### src/rtl/gpf_pkg.sv
// Shared constants and types of the Goldbach prime pair finder.
package gpf_pkg;

  localparam int WordW = 32;   // map word: 32 odd numbers per word
  localparam int NumW  = 22;   // sieve counters, room for limit plus one stride
  localparam int LimW  = 21;   // sieve limit register
  localparam int QryW  = 20;   // query and result numbers

  localparam logic [LimW-1:0] LimitMin   = LimW'(8);
  localparam int              LimitReset = 1000000;

  // register index taken from paddr[2]
  localparam logic RegSieveLimit = 1'b0;

  localparam logic StatusPair   = 1'b0;
  localparam logic StatusReject = 1'b1;

  typedef struct packed {
    logic sieve_ready;  // map holds the sieve for the current limit
    logic res_take;     // output register can load a result this cycle
  } seq_ctl_t;

  typedef struct packed {
    logic res_load;     // result loaded into output register
    logic built;        // sieve build finished
  } seq_stat_t;

endpackage

### src/rtl/gpf_seq.sv
// Sequencer: clears and sieves the map when it is stale, then walks candidate pairs of a query.
module gpf_seq import gpf_pkg::*; #(
  parameter int AddrW = 14
) (
  input  logic             clk_i,
  input  logic             rst_ni,
  input  logic [LimW-1:0]  limit_i,
  input  seq_ctl_t         ctl_i,
  output seq_stat_t        stat_o,
  input  logic             q_valid_i,
  output logic             q_stall_o,
  input  logic [QryW-1:0]  q_number_i,
  output logic [QryW-1:0]  res_small_o,
  output logic [QryW-1:0]  res_large_o,
  output logic             res_status_o,
  output logic             mem_we_o,
  output logic [AddrW-1:0] mem_waddr_o,
  output logic [WordW-1:0] mem_wdata_o,
  output logic [AddrW-1:0] mem_raddr_a_o,
  output logic [AddrW-1:0] mem_raddr_b_o,
  input  logic [WordW-1:0] mem_rdata_a_i,
  input  logic [WordW-1:0] mem_rdata_b_i
);

  localparam logic [3:0] SIdle   = 4'd0;
  localparam logic [3:0] SClr    = 4'd1;
  localparam logic [3:0] SSvTest = 4'd2;
  localparam logic [3:0] SSvChk  = 4'd3;
  localparam logic [3:0] SMkRd   = 4'd4;
  localparam logic [3:0] SMkWr   = 4'd5;
  localparam logic [3:0] SQSet   = 4'd6;
  localparam logic [3:0] SQRd    = 4'd7;
  localparam logic [3:0] SQChk   = 4'd8;
  localparam logic [3:0] SDone   = 4'd9;

  logic [3:0]       state_q, state_d;
  logic [QryW-1:0]  n_q, n_d;
  logic [QryW-1:0]  p_q, p_d;
  logic [QryW-1:0]  m_q, m_d;
  logic [NumW-1:0]  i_q, i_d;
  logic [NumW-1:0]  sq_q, sq_d;
  logic [NumW-1:0]  j_q, j_d;
  logic [AddrW-1:0] clr_q, clr_d;
  logic [QryW-1:0]  small_q, small_d;
  logic [QryW-1:0]  large_q, large_d;
  logic             status_q, status_d;

  logic [NumW-1:0]  lim_ext;
  logic [LimW-1:0]  lim_m1;
  logic [AddrW-1:0] last_word;

  function automatic logic [AddrW-1:0] word_of(input logic [NumW-1:0] k);
    logic [NumW-1:0] t;
    t = k >> 6;
    return t[AddrW-1:0];
  endfunction

  assign lim_ext   = NumW'(limit_i);
  assign lim_m1    = limit_i - LimW'(1);
  assign last_word = word_of(NumW'(lim_m1));

  always_comb begin
    state_d       = state_q;
    n_d           = n_q;
    p_d           = p_q;
    m_d           = m_q;
    i_d           = i_q;
    sq_d          = sq_q;
    j_d           = j_q;
    clr_d         = clr_q;
    small_d       = small_q;
    large_d       = large_q;
    status_d      = status_q;
    stat_o        = '0;
    mem_we_o      = 1'b0;
    mem_waddr_o   = word_of(j_q);
    mem_wdata_o   = mem_rdata_a_i | (WordW'(1) << j_q[5:1]);
    mem_raddr_a_o = word_of(NumW'(p_q));
    mem_raddr_b_o = word_of(NumW'(m_q));
    unique case (state_q)
      SIdle: begin
        if (q_valid_i) begin
          n_d     = q_number_i;
          clr_d   = '0;
          state_d = ctl_i.sieve_ready ? SQSet : SClr;
        end
      end
      SClr: begin
        mem_we_o    = 1'b1;
        mem_waddr_o = clr_q;
        mem_wdata_o = '0;
        clr_d       = clr_q + AddrW'(1);
        if (clr_q == last_word) begin
          i_d     = NumW'(3);
          sq_d    = NumW'(9);
          state_d = SSvTest;
        end
      end
      SSvTest: begin
        mem_raddr_a_o = word_of(i_q);
        if (sq_q > lim_ext) begin
          stat_o.built = 1'b1;
          state_d      = SQSet;
        end else begin
          state_d = SSvChk;
        end
      end
      SSvChk: begin
        if (mem_rdata_a_i[i_q[5:1]]) begin
          i_d     = i_q + NumW'(2);
          sq_d    = sq_q + (i_q << 2) + NumW'(4);
          state_d = SSvTest;
        end else begin
          j_d     = sq_q;
          state_d = SMkRd;
        end
      end
      SMkRd: begin
        mem_raddr_a_o = word_of(j_q);
        if (j_q >= lim_ext) begin
          i_d     = i_q + NumW'(2);
          sq_d    = sq_q + (i_q << 2) + NumW'(4);
          state_d = SSvTest;
        end else begin
          state_d = SMkWr;
        end
      end
      SMkWr: begin
        // set the bit of j, step to the next odd multiple
        mem_we_o = 1'b1;
        j_d      = j_q + (i_q << 1);
        state_d  = SMkRd;
      end
      SQSet: begin
        p_d = QryW'(3);
        m_d = n_q - QryW'(3);
        if (n_q[0] || n_q < QryW'(6) || LimW'(n_q) >= limit_i) begin
          small_d  = '0;
          large_d  = '0;
          status_d = StatusReject;
          state_d  = SDone;
        end else begin
          state_d = SQRd;
        end
      end
      SQRd: begin
        if (p_q > (n_q >> 1)) begin
          small_d  = '0;
          large_d  = '0;
          status_d = StatusReject;
          state_d  = SDone;
        end else begin
          state_d = SQChk;
        end
      end
      SQChk: begin
        if (!mem_rdata_a_i[p_q[5:1]] && !mem_rdata_b_i[m_q[5:1]]) begin
          small_d  = p_q;
          large_d  = m_q;
          status_d = StatusPair;
          state_d  = SDone;
        end else begin
          p_d     = p_q + QryW'(2);
          m_d     = m_q - QryW'(2);
          state_d = SQRd;
        end
      end
      SDone: begin
        // hold until the output register is free
        if (ctl_i.res_take) begin
          stat_o.res_load = 1'b1;
          state_d         = SIdle;
        end
      end
      default: begin
        state_d = SIdle;
      end
    endcase
  end

  always_ff @(posedge clk_i or negedge rst_ni) begin
    if (!rst_ni) begin
      state_q <= SIdle;
    end else begin
      state_q <= state_d;
    end
  end

  always_ff @(posedge clk_i) begin
    n_q      <= n_d;
    p_q      <= p_d;
    m_q      <= m_d;
    i_q      <= i_d;
    sq_q     <= sq_d;
    j_q      <= j_d;
    clr_q    <= clr_d;
    small_q  <= small_d;
    large_q  <= large_d;
    status_q <= status_d;
  end

  assign q_stall_o    = (state_q != SIdle);
  assign res_small_o  = small_q;
  assign res_large_o  = large_q;
  assign res_status_o = status_q;

endmodule

### config.mk
export PLATFORM = sky130hd
export DESIGN_NAME = gpf_seq
export DESIGN_NICKNAME = d
export VERILOG_FILES = /design/src/rtl/gpf_pkg.sv /design/src/rtl/gpf_seq.sv
export SDC_FILE = /design/constraint.sdc
export NUM_CORES = 1
export LEC_CHECK = 0
export BUFFER_PORTS_ARGS = -buffer_cell sky130_fd_sc_hd__buf_2
export CAP_MARGIN = 20
export CORE_ASPECT_RATIO = 0.75
export CORE_MARGIN = 5
export CORE_UTILIZATION = 34
export DETAILED_ROUTE_END_ITERATION = 10
export PLACE_DENSITY = 0.63
export SETUP_SLACK_MARGIN = 0.2
export SYNTH_ARGS = -nofsm -noshare
export SYNTH_HDL_FRONTEND = slang
export SYNTH_SLANG_ARGS = --single-unit
### constraint.sdc
create_clock -name clk_i -period 9.7 [get_ports clk_i]
set_input_delay 1.94 -clock clk_i [delete_from_list [all_inputs] [get_ports clk_i]]
set_output_delay 1.94 -clock clk_i [all_outputs]
set_load 0.05 [all_outputs]
---- Word-level counts from Yosys, hierarchy flattened ----
Cells that the tools add are included.
storage, ports and cells
  bits in registers ....................... 185
  input port bits ......................... 110
  output and inout port bits .............. 119
cells by class
  add/subtract/negate cells ............... 9
  magnitude comparators ................... 8
  eq/ne operators ......................... 20
  shift-type cells ........................ 1
  muxes and demuxes ....................... 51
  bitwise gates (word level) .............. 1
  reduce and logical (&&, ||, !) cells .... 20
operator list
  operator                                             count
  2-to-1 mux 22 bit                                    7
  one-hot mux 22 bit (3 select lines)                  2
  2-to-1 mux 20 bit                                    6
  one-hot mux 20 bit (3 select lines)                  2
  one-hot mux 20 bit (2 select lines)                  2
  one-hot mux 14 bit (2 select lines)                  2
  adder 22 bit                                         2
  one-hot mux 22 bit (2 select lines)                  1
  one-hot mux 4 bit (10 select lines)                  1
  subtractor 20 x 2 -> 20 bit, second input constant   2
  2-to-1 mux 32 bit                                    1
  bitwise OR 32 bit                                    1
  left shift 1 x 5 -> 32 bit, first input constant     1
  2-to-1 mux 14 bit                                    2
  adder 22 x 2 -> 22 bit, second input constant        1
  adder 22 x 3 -> 22 bit, second input constant        1
  greater-or-equal comparator 22 x 21 -> 1 bit         1
  > comparator 22 x 21 -> 1 bit                        1
  greater-or-equal comparator 20 x 21 -> 1 bit         1
  adder 20 x 2 -> 20 bit, second input constant        1
  > comparator 20 x 19 -> 1 bit                        1
  < comparator 20 x 3 -> 1 bit, second input constant  1
  2-to-1 mux 4 bit                                     5
  inequality test 2 bit, second input constant         10
  23 further kinds                                     55

---- Logic depth before layout (Yosys ltp) ----
Gate-level depths: netlist (run 1).
  depth after elaboration ................. 6
  mapped depth ............................ 14
  mapped depth without buffers ............ 13

---- Least setup slack after synthesis (run 1) ----
OpenSTA, ideal clock, no wires.
  path type ............................... input port to flip-flop
  from .................................... input limit_i[0]
  to ...................................... register i_q[10] (enable)
  library setup time ...................... 0.499 ns
  arrival time ............................ 6.343 ns
  required time ........................... 9.201 ns
  setup slack ............................. 2.858 ns
  stages on the path ...................... 9
  buffers on the path ..................... 1
  cell sequence ........................... nor4_4 and3_1 buf_2 nand2_1 nor4b_1 o211ai_1 nor3_1 nand2_1 a221oi_1
between the ends
  cells in the longest elaborated chain, start to end .. 4
  elaborated cells on any way between the ends .. 6
  those cells by class .................... add/sub: 1; order compare: 1; eq/ne: 3; reduce/logical: 1
RTL lines
  element                            RTL line        text
  start: declaration                 gpf_seq.sv:7    input logic [LimW-1:0] limit_i,
  subtractor 20 x 1 -> 20 bit        gpf_seq.sv:59   assign lim_m1 = limit_i - LimW'(1);
  equality test 14 bit               gpf_seq.sv:93   if (clr_q == last_word) begin
  inequality test 2 bit (no line)    n/a
  AND reduction 4 bit (no line) (*)  n/a
  end signal: assignment             gpf_seq.sv:193  i_q <= i_d;
  end: declaration                   gpf_seq.sv:40   logic [NumW-1:0] i_q, i_d;
Mark *: on every way between the ends. The rest lies on a longest branch, timed or not.
A chain may end at the register's enable or synchronous reset.

==> results of run 1 <==
routing by layer:
layer / vias up / global-route usage [%]
met5: - / 0
met3: 57 / 5.40
met1: 5909 / 29.5
li1: 5736 / -
met2: 510 / 29.5
met4: 10 / 4.53
registers in the layout, indices dropped and copies added, names as in the netlist:
register and flops:
state_q 4, res_large_o 20, res_small_o 20, n_q 20, m_q 20, res_status_o 1, j_q 21, i_q 20
p_q 19, sq_q 19, clr_q 14
cell families (layout without fill, tap and decap cells):
| kind of cell | after synthesis | after routing |
|---|---|---|
| AND/OR/NAND/NOR | 566 | 566 |
| AO/OA/AOI/OAI | 292 | 292 |
| flip-flops | 178 | 178 |
| adder cells (fa/ha/maj) | 137 | 137 |
| buffers and inverters | 136 | 339 |
| XOR/XNOR | 108 | 108 |
| multiplexers | 38 | 38 |
| other | 0 | 4 |
final cells by class:
class	count	area [µm²]	area share (%)
Sequential cell	178	5330	33.0
Antenna cell	4	10.0	0.0620
Multi-Input combinational cell	1141	8060	49.9
Clock inverter	14	149	0.922
Clock buffer	18	429	2.66
Tap cell	528	661	4.09
Timing Repair Buffer	240	1270	7.87
Inverter	67	251	1.56
synth_stat cells, types with 11 or more instances:
cell type,instances
and2_1,12
nor2_1,144
a211oi_1,11
a21oi_1,93
buf_4,16
nor4_1,11
edfxtp_1,174
clkbuf_1,42
and3_1,64
o21ai_0,70
and4_1,12
a21o_1,34
xnor2_1,52
nand2_1,184
nor2b_1,13
xor2_1,56
nor3_1,27
a22oi_1,15
or3_1,22
mux4_2,23
ha_1,135
inv_1,65
nand4_1,19
nand3_1,27
how the worst max path moves through the flow:
| stage | endpoint | slack [ps] |
|---|---|---|
| after floorplan | i_q[10]$_SDFFCE_PN0P_ | 2860 |
| after global placement | stat_o[0] | 3640 |
| after detailed placement | stat_o[0] | 3630 |
| after CTS | stat_o[0] | 3620 |
| after global routing | stat_o[0] | 3350 |
| final | stat_o[0] | 3610 |
worst reg2reg max path: stages, from the launching register on:
cell      delay, ps
dfrtp_1         800
inv_1           390
nor2_2          150
buf_4           350
nand2_1         140
clkinv_1        480
nor3_1           90
and3_1          190
a31o_2          270
nor2_4          540
buf_16          250
per-stage QoR:
step	hold WS [ps]	utilization [%]	power, µW	cells
after CTS	581	39.7	4570	2185
after global placement	561	38.2	3800	2152
after global routing	606	39.8	4880	2189
after detailed placement	566	38.3	3860	2153
after floorplan	520	-	3130	1455
final	581	39.8	4590	2190
power groups by stage:
stage	logic [µW]	registers, µW	clock network, µW
6_report	2450	1430	707
5_1_grt	2680	1450	749
4_1_cts	2430	1420	717
3_5_place_dp	2420	1440	0
3_3_place_gp	2370	1430	0
2_1_floorplan	1810	1320	0
==> run summary, run 1 <==
slowest CP cell - a2111oi_0
Synth area leader - edfxtp_1
count of pins over their slew limit - 0
ys flop type - edfxtp_1
leak pwr - 0.00698 µW
DRT iter0 DRCs - 1,153
minimum clock period - 6090 ps
largest net degree at the start of global routing - 44
max_cap viols - 0
CP Launch Type - input pin
worst r2r src - state_q[3]$_DFFE_PN0P_
first-pass GRT wire length - 69.7 mm
# rows - 64
Max stage delay on crit path - 380 ps
Switching Power - 2300 µW
HPWL after DPL - 37.4 mm
area of the core - 40,600 µm²
largest family of logic cells by synthesized area - simple AND/OR/NAND/NOR gates
Die Span Y - 185 µm
worst slew pin tran - 983 ps
vias in the first global route - 11,600
fill count - 4,010
Clk pin slew, worst setup/hold paths - 80 ps
GRT overflow - 0
max_slew headroom - 34.3%
placer congestion estimate - 0.962
most frequent cells in the layout - 228 x buf_2, 184 x nand2_1, 174 x edfxtp_1
maximum clock rate - 164 MHz
Syn Nets - 1,702
Synth Register Bits - 178
vias per cell - 5.58
Post-Syn Instances - 1,455
P&R area growth vs syn - 16.1%
CTS Buffer Depth - 2
met1 WL - 21.6 mm
Finished Cell Area - 16,200 µm²
Synth Area in XOR/XNOR - 6.80%
sequential fraction of design power - 31.2%
Crit path max-delay family - compound AO/OA/AOI/OAI gates
FF-to-FF path depth - 10
Worst Clk Skew - 15.3 ps
FF-to-FF End - res_large_o[8]$_SDFFCE_PN0P_
pre-CTS setup slack - 3630 ps
Initial Util - 34.3%
EDFF count, synth - 174
Hold Crit Class - reg -> reg
Critical Path RT - 7760 ps
Max rail drop VDD - 0.000169 V
Synth Area per Inst - 9.57 µm²
Critical path buffers and inverters - 3
antenna violations before repair - 9
post-synthesis cell type count - 73
share of the synthesized area in the top cell type - 37.5%
Met2 Wirelength - 20.1 mm
CTS buffer count - 17
CTS tree - built
WP data arrival - 4150 ps
Fin. Hold Viols - 0
fin worst setup slack - 3610 ps
adder-cell share of the synthesized area - 12.4%
Cell Chain, Critical Path - buf_2 > inv_1 > ha_1 > a21o_1 > a221oi_1 > nor2_1 > a2111oi_0 > a21oi_1 > and2_1 > buf_2
Port Buffers - 228
worst setup path startpoint - limit_i[15]
DIE AREA - 45,100 µm²
WL final - 47.0 mm
switching portion of total power - 50.0%
Nets - 1,892
Crit Path Class - in -> out
worst-path fanout max - 5
Warnings, synthesis - 0
Top Layer Used - met5
WL/cell - 21.5 µm
Simple-Gate Fraction of Synth Area - 19.6%
Root Buffer - clkbuf_16
Crit path depth - 10
routed vias - 12,200
drt pass-1 iters - 5
Worst Hold End - res_large_o[0]$_SDFFCE_PN0P_
complex-gate fraction of the synthesized area - 13.1%
Internal - 2290 µW
Post-CTS Repair Setup Buffers - 0
multiplexer share of the synthesized area - 5.63%
# DRC - 0
Worst Hold Depth - 1
clk_lat worst skew - 450 ps
GRT Total Usage - 20.0%
Clk pwr share - 15.4%
sequential area share after synthesis - 38.3%
PwrDens - 284 nW/µm²
DP Area - 15,500 µm²
Post-DRT Antenna Nets - 0
setup violators final - 0
share of power burned in combinational logic - 53.4%
CP dominant cell by count - buf_2
die width - 244 µm
H-tree depth - 4
hold path startpoint - m_q[0]$_DFFE_PP_
num ports - 229
TNS Setup - 0 ps
hold_buf cts - 0
mapped cell area - 13,900 µm²
largest cells by area after synthesis - edfxtp_1 38%, ha_1 12%, nand2_1 5.0%
CTS Sinks - 178
r2r setup slk - 5730 ps
status - finished, final reports clean
met3 WL - 4.55 mm
share of cells above drive strength 1 - 19.1%
Post-CTS Resized - 0
CP endpoint kind - output port
Final period util - 62.7%
ys async rst share - 2.25%
most common cell after layout, fill and taps aside - buf_2
RSZ-0062 raised after global routing - false
No activity file was read; power rests on OpenSTA's default activity.
==> run 2: changes to the inputs <==
- PLACE_DENSITY: 0.63 -> 0.65
- clock period: 9.7 -> 5.4 ns (I/O delays scaled with it)
==> run summary, run 2 (synthesized netlist as in run 1, its figures left out) <==
maximum clock rate - 225 MHz
Hold Crit Class - in -> async
Crit Path Class - reg -> out
Port Buffers - 228
Pwr Total - 8160 µW
switching portion of total power - 49.8%
FF-to-FF End - m_q[16]$_DFFE_PP_
DIE AREA - 45,100 µm²
leak pwr - 0.00698 µW
Final period util - 82.4%
Post-CTS Repair Setup Buffers - 0
vias in the first global route - 11,700
Post-CTS Resized - 0
Max rail drop VDD - 0.000243 V
CTS Buffer Depth - 2
status - finished, final reports clean
# DRC - 0
worst setup path startpoint - state_q[3]$_DFFE_PN0P_
# rows - 64
worst-path fanout max - 19
P&R area growth vs syn - 15.8%
Internal - 4100 µW
largest net degree at the start of global routing - 48
WL final - 46.7 mm
most frequent cells in the layout - 228 x buf_2, 184 x nand2_1, 174 x edfxtp_1
Clk pwr share - 15.0%
num ports - 229
drt pass-1 iters - 5
WP data arrival - 3370 ps
setup violators final - 0
r2r setup slk - 1610 ps
minimum clock period - 4450 ps
count of pins over their slew limit - 0
CP endpoint kind - output port
fill count - 3,970
share of power burned in combinational logic - 53.4%
Nets - 1,896
CTS tree - built
sequential fraction of design power - 31.6%
Die Span Y - 185 µm
Largest Register - j_q
GRT Total Usage - 19.8%
critical path endpoint - mem_raddr_a_o[12]
max reg flops - 21
Switching Power - 4060 µW
CTS buffer count - 17
vias per cell - 5.57
Fin. Hold Viols - 0
die width - 244 µm
TNS Setup - 0 ps
RSZ-0062 raised after global routing - false
worst r2r src - p_q[1]$_SDFFCE_PN1P_
max_slew headroom - 38.0%
CP Launch Type - flop
GRT overflow - 0
routed vias - 12,200
area of the core - 40,600 µm²
PwrDens - 506 nW/µm²
first-pass GRT wire length - 69.5 mm
share of cells above drive strength 1 - 19.2%
antenna violations before repair - 4
Critical Path RT - 4320 ps
CTS Sinks - 178
Worst Clk Skew - 17.6 ps
DRT iter0 DRCs - 1,245
hold_buf cts - 0
clk_lat worst skew - 440 ps
Initial Util - 34.3%
WL/cell - 21.3 µm
Post-DRT Antenna Nets - 0
FF-to-FF path depth - 7
Root Buffer - clkbuf_16
Clk pin slew, worst setup/hold paths - 70 ps
max_cap viols - 0
H-tree depth - 4
worst slew pin tran - 928 ps
most common cell after layout, fill and taps aside - buf_2
HPWL after DPL - 37.4 mm
placer congestion estimate - 0.965
[run 2: cell types whose count changed in the layout (fill, tap and decap cells not counted)]
cell and change:
buf_16 -2, buf_4 +6, clkinv_1 +1, clkinv_2 +1, clkinv_4 +1, clkinv_8 -1, diode_2 -2, inv_6 -1
inv_8 -1, nor3_2 +1, nor3_4 -1
[run 2: critical path, stage by stage (launching register included)]
cell	delay [ps]
dfrtp_1	770
nor2b_1	190
and2_1	500
nor2_1	760
nand2_1	290
nand2_1	160
buf_2	270
[run 2: layer usage]
metal / vias up / share of wire [%] / track usage [%]
met2: 547 / 42 / 28.9
met1: 5868 / 47 / 29.2
met3: 59 / 9.4 / 5.34
met5: - / 0.043 / 0
met4: 4 / 2.3 / 5.21
li1: 5741 / - / -
[run 2: how the worst min path moves through the flow]
stage,from,endpoint,cells past startpoint
floorplan,m_q[0]$_DFFE_PP_,res_large_o[0]$_SDFFCE_PN0P_,1
global placement,m_q[0]$_DFFE_PP_,res_large_o[0]$_SDFFCE_PN0P_,1
detailed placement,m_q[0]$_DFFE_PP_,res_large_o[0]$_SDFFCE_PN0P_,1
CTS,rst_ni,state_q[0]$_DFFE_PN0P_,1
global route,rst_ni,state_q[3]$_DFFE_PN0P_,1
finish,rst_ni,state_q[0]$_DFFE_PN0P_,1
[run 2: final cells by class]
class / instances / area [µm²] / share of cell area, %
Multi-Input combinational cell: 1141 / 8050 / 50.0
Clock inverter: 14 / 130 / 0.807
Antenna cell: 2 / 5.00 / 0.0311
Sequential cell: 178 / 5330 / 33.0
Timing Repair Buffer: 244 / 1260 / 7.83
Clock buffer: 18 / 429 / 2.66
Inverter: 67 / 251 / 1.56
Tap cell: 528 / 661 / 4.10
[run 2: power by group through the flow]
stage                     Clock (µW)  Combinational, µW  Sequential (µW)
after floorplan                    0               3260             2360
after global routing            1310               4770             2610
after CTS                       1240               4350             2560
after global placement             0               4240             2580
after detailed placement           0               4330             2590
final                           1230               4360             2580
[run 2: stage by stage]
step,worst slack (ps),area [µm²],instances,hold WS (ps),utilization (%)
2_1_floorplan,740,13900,1455,520,-
3_3_place_gp,932,15600,2158,554,38.3
3_5_place_dp,871,15600,2158,566,38.3
4_1_cts,943,16100,2190,418,39.7
5_1_grt,769,16100,2192,427,39.7
6_report,949,16100,2192,435,39.7
